[config.mk]
export PLATFORM = sky130hd
export DESIGN_NAME = asfdo_conv
export DESIGN_NICKNAME = d
export VERILOG_FILES = /design/src/design/asfdo_pkg.sv /design/src/design/asfdo_conv.sv
export SDC_FILE = /design/constraint.sdc
export NUM_CORES = 1
export LEC_CHECK = 0
export BUFFER_PORTS_ARGS = -buffer_cell sky130_fd_sc_hd__buf_4
export CELL_PAD_IN_SITES_DETAIL_PLACEMENT = 1
export CELL_PAD_IN_SITES_GLOBAL_PLACEMENT = 1
export CORE_MARGIN = 1.5
export CORE_UTILIZATION = 45
export CTS_CLUSTER_SIZE = 20
export DETAILED_ROUTE_END_ITERATION = 8
export HOLD_SLACK_MARGIN = 0.03
export PLACE_DENSITY = 0.8
export SYNTH_ARGS = -nofsm -noshare
export SYNTH_HDL_FRONTEND = slang
export SYNTH_SLANG_ARGS = --single-unit
[constraint.sdc]
create_clock -name i_clk -period 7.16 [get_ports i_clk]
set_input_delay 0.716 -clock i_clk [delete_from_list [all_inputs] [get_ports i_clk]]
set_output_delay 0.716 -clock i_clk [all_outputs]
set_load 0.1 [all_outputs]
[src/design/asfdo_pkg.sv]
package asfdo_pkg;

    // Sample and field widths
    localparam int SAMPLE_BITS = 24;
    localparam int LEVEL_W     = 17;
    localparam int LIMIT_W     = 17;
    localparam int FMT_W       = 2;
    localparam int DEPTH_DEF   = 65536;
    localparam int RING_LIMIT_RST = 65536;

    // Q2.22 unity and int16 scale
    localparam int ONE_Q_INT   = 1 << (SAMPLE_BITS - 2);
    localparam int SCALE_INT   = 32767;
    localparam int PROD_W      = SAMPLE_BITS + 16;

    // APB
    localparam int APB_DW      = 32;
    localparam int APB_AW      = 3;

    // Commands
    localparam logic CMD_PUSH  = 1'b0;
    localparam logic CMD_PULL  = 1'b1;

    // Register index (paddr[2])
    localparam logic REG_OUT_FORMAT = 1'b0;
    localparam logic REG_RING_LIMIT = 1'b1;

    // Output formats
    localparam logic [FMT_W-1:0] FMT_PASS  = 2'd0;
    localparam logic [FMT_W-1:0] FMT_INT16 = 2'd1;
    localparam logic [FMT_W-1:0] FMT_ZERO  = 2'd2;

    // Sideband carried alongside a pulled sample
    typedef struct packed {
        logic               underrun;
        logic [LEVEL_W-1:0] fill;
    } t_tag;

endpackage

[src/design/asfdo_conv.sv]
module asfdo_conv (
    input  logic                                 i_clk,
    input  logic                                 i_rst_n,
    input  logic                                 i_valid,
    input  logic [asfdo_pkg::FMT_W-1:0]          i_fmt,
    input  logic signed [asfdo_pkg::SAMPLE_BITS-1:0] i_sample,
    input  asfdo_pkg::t_tag                      i_tag,
    output logic                                 o_busy,
    output logic                                 o_valid,
    output logic signed [asfdo_pkg::SAMPLE_BITS-1:0] o_sample,
    output asfdo_pkg::t_tag                      o_tag
);
    import asfdo_pkg::*;

    localparam logic signed [SAMPLE_BITS-1:0] ONE_Q     = SAMPLE_BITS'(ONE_Q_INT);
    localparam logic signed [SAMPLE_BITS-1:0] NEG_ONE_Q = -ONE_Q;
    localparam logic signed [PROD_W-1:0]      SCALE     = PROD_W'(SCALE_INT);
    localparam logic signed [PROD_W-1:0]      BIAS      = PROD_W'(ONE_Q_INT - 1);

    // stage 1: clamp and multiply
    logic                            r_v1;
    logic [FMT_W-1:0]                r_kind;
    logic signed [SAMPLE_BITS-1:0]   r_raw;
    logic signed [PROD_W-1:0]        r_prod;
    t_tag                            r_tag1;

    logic signed [SAMPLE_BITS-1:0]   w_clamp;
    logic [FMT_W-1:0]                w_kind;

    always_comb begin
        if (i_sample > ONE_Q) begin
            w_clamp = ONE_Q;
        end else if (i_sample < NEG_ONE_Q) begin
            w_clamp = NEG_ONE_Q;
        end else begin
            w_clamp = i_sample;
        end
        // empty store or silence formats give zero
        if (i_tag.underrun) begin
            w_kind = FMT_ZERO;
        end else begin
            case (i_fmt)
                FMT_PASS:  w_kind = FMT_PASS;
                FMT_INT16: w_kind = FMT_INT16;
                default:   w_kind = FMT_ZERO;
            endcase
        end
    end

    always_ff @(posedge i_clk) begin
        if (!i_rst_n) begin
            r_v1 <= 1'b0;
        end else begin
            r_v1 <= i_valid;
        end
    end

    always_ff @(posedge i_clk) begin
        if (i_valid) begin
            r_kind <= w_kind;
            r_raw  <= i_sample;
            r_prod <= PROD_W'(w_clamp) * SCALE;
            r_tag1 <= i_tag;
        end
    end

    // stage 2: divide by unity, truncating toward zero
    logic signed [PROD_W-1:0]      w_sum;
    logic signed [PROD_W-1:0]      w_quo;
    logic signed [SAMPLE_BITS-1:0] w_res;

    always_comb begin
        w_sum = r_prod + (r_prod[PROD_W-1] ? BIAS : '0);
        w_quo = w_sum >>> (SAMPLE_BITS - 2);
        case (r_kind)
            FMT_PASS:  w_res = r_raw;
            FMT_INT16: w_res = SAMPLE_BITS'(w_quo);
            default:   w_res = '0;
        endcase
    end

    logic                          r_v2;
    logic signed [SAMPLE_BITS-1:0] r_out;
    t_tag                          r_tag2;

    always_ff @(posedge i_clk) begin
        if (!i_rst_n) begin
            r_v2 <= 1'b0;
        end else begin
            r_v2 <= r_v1;
        end
    end

    always_ff @(posedge i_clk) begin
        if (r_v1) begin
            r_out  <= w_res;
            r_tag2 <= r_tag1;
        end
    end

    assign o_busy   = r_v1;
    assign o_valid  = r_v2;
    assign o_sample = r_out;
    assign o_tag    = r_tag2;

endmodule

Word level (Yosys, flattened, before mapping)
Index checks and enable logic that the tools add are counted.

$mul: 1. Muxes and demuxes: 5. Reduce and logical (&&, ||, !) cells: 2. Equality and inequality tests: 2. Add/sub/neg operators: 1. Magnitude comparators: 2.

Operators by type and width (number): two-way mux 24 bit (2); case mux 24 bit (2 select lines) (1); adder 40 x 22 -> 40 bit (1); multiplier 24 x 16 -> 40 bit (second input constant) (1); > comparator 24 bit (second input constant) (1); < comparator 24 x 23 -> 1 bit (second input constant) (1); two-way mux 22 bit (1); == test 2 x 1 -> 1 bit (second input constant) (2); logical NOT 2 bit (2); case mux 2 bit (2 select lines) (1).

Bits in registers: 128.

Depth between registers and ports, before layout
Depth in word-level cells: 4. Gate-level depth with buffers: 31.

Worst setup path after synthesis
No wires, ideal clock.

Path type: in2reg. From: in i_sample[6] (netlist bit). To: reg r_prod[38] (data pin). Library setup time: 0.258 ns. Data required time: 6.902 ns. Slack: -0.420 ns. Buffers on the path: 4. Stages on the path: 25. Data arrival time: 7.322 ns. Cells stage by stage: buf_6 > or4_4 > o41ai_4 > and2_4 > buf_4 > buf_2 > nand2_1 > inv_1 > fa_1 > inv_1 > fa_1 > inv_1 > fa_1 > fa_1 > fa_1 > inv_1 > fa_1 > inv_1 > ha_1 > clkbuf_1 > and3_1 > o21ai_0 > o41ai_1 > a31oi_1 > xnor2_1.

Word-level cells in the longest chain between the ends: 4. Elaborated cells on any way between the ends: 5. Classes of those cells: mul: 1; order compare: 2; mux: 2.

RTL lines: start: declaration (RTL line asfdo_conv.sv:6) `input logic signed [asfdo_pkg::SAMPLE_BITS-1:0] i_sample,`; < comparator 24 x 23 -> 1 bit (RTL line asfdo_conv.sv:33) `end else if (i_sample < NEG_ONE_Q) begin`; two-way mux 24 bit (RTL line asfdo_conv.sv:33); two-way mux 24 bit * (RTL line asfdo_conv.sv:31) `if (i_sample > ONE_Q) begin`; multiplier 24 x 16 -> 40 bit * (RTL line asfdo_conv.sv:62) `r_prod <= PROD_W'(w_clamp) * SCALE;`; end signal: assignment (RTL line asfdo_conv.sv:62); end: declaration (RTL line asfdo_conv.sv:24) `logic signed [PROD_W-1:0] r_prod;`.

Every way passes the cells marked *; elsewhere a longest branch is shown, timed or not. A chain may end at the register's enable or synchronous reset.

Worst setup path after layout
From: in i_sample[19] (netlist bit). To: reg r_prod[29] (data pin).

The elaborated chain is that of the path after synthesis.

==> impl_metrics.toml <==
[outcome]
run_status = "finished with violations"
violations = "negative setup slack"

[final_layout]
fin_util = 0.611
nets = 2039
drive_gt1_frac = 0.333
fin_cells = 2076
diodes = 0
areaGrowthSynthToFinish_pct = 33.5
fillers = 3205

[synth]
synth_top_cell_by_area = "fa_1"
synth_nets = 1682
synth.cell_area_um2 = 14000
ys_top_cells_by_area = "fa_1 29%, edfxtp_1 27%, ha_1 11%"
syn_area_per_cell_um2 = 10.7
async_flop_share = 0
ys_types = 61
syn_inst = 1310
synth-main-ff-cell = "edfxtp_1"
yosysMostFrequentCell = "inv_1"
ys_ff_latch = 128
synth.top_cell.area_share = 0.285
yosys_warnings = 0
synth-edff-count = 126
yosysSeqAreaShare = 0.272
synth_top_cells_by_count = "257 x inv_1, 200 x fa_1, 126 x edfxtp_1, 125 x ha_1, 78 x nand2_1"

[clock_tree]
postCtsHoldBufs = 0
clkLatencyLatePin_ps = 440
clockBufferDepth = 2
clkTransAtPathRegs_ps = 70
cts_max_level = 4
clk_root_buffer_cell = "clkbuf_16"
cts_tree = "done"
cts_sinks = 128
cts_buffers = 17

[timing]
max_slew_margin = 0.247
min_period_ps = 7550
finalWorstSetupSlack_ps = -395
slew_viol_final = 0
period_share = 1.06
worst_pin_slew_ps = 1130
setup_viol = 21
rsz0062_at_grt = "true"
skew_ps = 15.8
hold_viol = 0
fmax_ghz = 0.132

[setup_path]
critPathMaxFanout = 6
crit_buf_inv = 10
crit_path_end_kind = "flop"
arrival_ps = 7710
path_common_cell = "fa_1"
max_stage_delay_ps = 540
crit_family = "adder cells"
critPathRequiredTime_ps = 7320
cpMaxStageDelayCell = "fa_1"
crit_path_start_kind = "input port"
path_class = "input port to flop"

[routing]
dr.pass1.iters = 6
drt_iter0_markers = 1138
wirelength_um = 56800
ant_nets = 0
routedWlPerCell_um = 27.4
vias = 12200
route.detailed.drc = 0
vias_per_cell = 5.90

[die]
dieArea_um2 = 32300
io_pins = 91
start_util = 0.458
fp-row-count = 64
die_w_um = 180
fp.coreArea_um2 = 30700
die_h_um = 180

[placement]
dp_cells = 2010
place_ws_ps = -952
gp_congestion = 0.958
io_buffers = 90
hpwl_um = 39900

[global_routing]
grt_overflow = 0
grt_pass1_vias = 13300
antenna_found_initial = 1
track_usage = 0.317
grt_max_degree = 79
grt_pass1_wl_um = 77100

[job]
maxCapViolCount = 0

[worst_hold_path]
hold_class = "flop to flop"
==> placed cells by master (no fill, tap or decap), types with 13 or more instances in the layout <==
cell	synthesis	routed
a211oi_1	23	21
a21o_1	37	37
a21oi_1	69	49
a21oi_2	0	15
and3_1	31	15
and3_4	0	13
buf_4	3	363
clkbuf_16	0	17
edfxtp_1	126	126
fa_1	200	186
fa_2	0	14
ha_1	125	102
ha_4	0	19
inv_1	257	245
nand2_1	78	70
nand3_1	21	18
nor2_1	37	32
o21ai_0	43	33
xnor2_1	66	62
xor2_1	30	27
==> per-layer routing <==
layer	global-route usage	up-vias	wire (µm)
met5	0	-	0
met4	0.160	0	4840
met3	0.0460	279	3360
met2	0.568	703	28600
met1	0.369	6204	20000
li1	-	5056	-
==> area by class of cell <==
cell class / count / area (µm²) / share of cell area
Sequential cell: 128 / 3820 / 0.204
Inverter: 257 / 980 / 0.0523
Clock buffer: 17 / 425 / 0.0227
Multi-Input combinational cell: 884 / 9910 / 0.529
Clock inverter: 15 / 170 / 0.00908
Timing Repair Buffer: 379 / 2940 / 0.157
Tap cell: 396 / 495 / 0.0264
==> worst reg2reg max path, delay by kind of cell, from the launching register on <==
kind                     cells  cell delay (ps)
buffers and inverters        1              320
multiplexers                 1              510
adder cells (fa/ha/maj)      1              340
flip-flops                   1              330
AND/OR/NAND/NOR              2              680
AO/OA/AOI/OAI                5             1000
==> state kept, by name, summed over array words and instances, names as in the netlist <==
register / cells
o_tag: 18
o_valid: 1
o_busy: 1
r_prod: 40
r_tag1: 18
o_sample: 24
r_kind: 2
r_raw: 24
==> stage by stage <==
step / area, µm² / hold slack [ps] / setup TNS, ps
6_report: 18700 / 415 / -3510
5_1_grt: 18700 / 426 / -5000
4_1_cts: 18100 / 422 / -355
3_5_place_dp: 17100 / 407 / -17110
3_3_place_gp: 17100 / 401 / -13170
2_1_floorplan: 14200 / 400 / -19.9
==> cell families (layout without fill, tap and decap cells) <==
group	Yosys count	in the layout	share of synthesized area
adder cells (fa/ha/maj)	328	328	0.399
AND/OR/NAND/NOR	231	231	0.0820
AO/OA/AOI/OAI	226	226	0.104
buffers and inverters	298	668	0.0815
multiplexers	3	3	0.00240
flip-flops	128	128	0.272
XOR/XNOR	96	96	0.0599
==> final timing paths <==
| check | slack (ps) | depth (start not counted) | to | startpoint |
|---|---|---|---|---|
| worst max-delay path | -390 | 29 | r_prod[29] | i_sample[19] |
| worst min-delay path | 410 | 0 | o_tag[4] | r_tag1[4] |
| worst max register to register | 3690 | 10 | o_sample[18] | r_prod[39] |
| worst min register to register | 410 | 0 | o_tag[4] | r_tag1[4] |
==> timing repair <==
item | CTS | global route
buffers inserted | 19 | 17
cloned | 1 | 0
pin swaps | 32 | 73
resized for setup | 42 | 121
setup endpoints to repair | 23 | 23
Power is left out: the tool's default activity adds up to more than one toggle a clock period on the data nets, which glitch-free logic cannot reach.
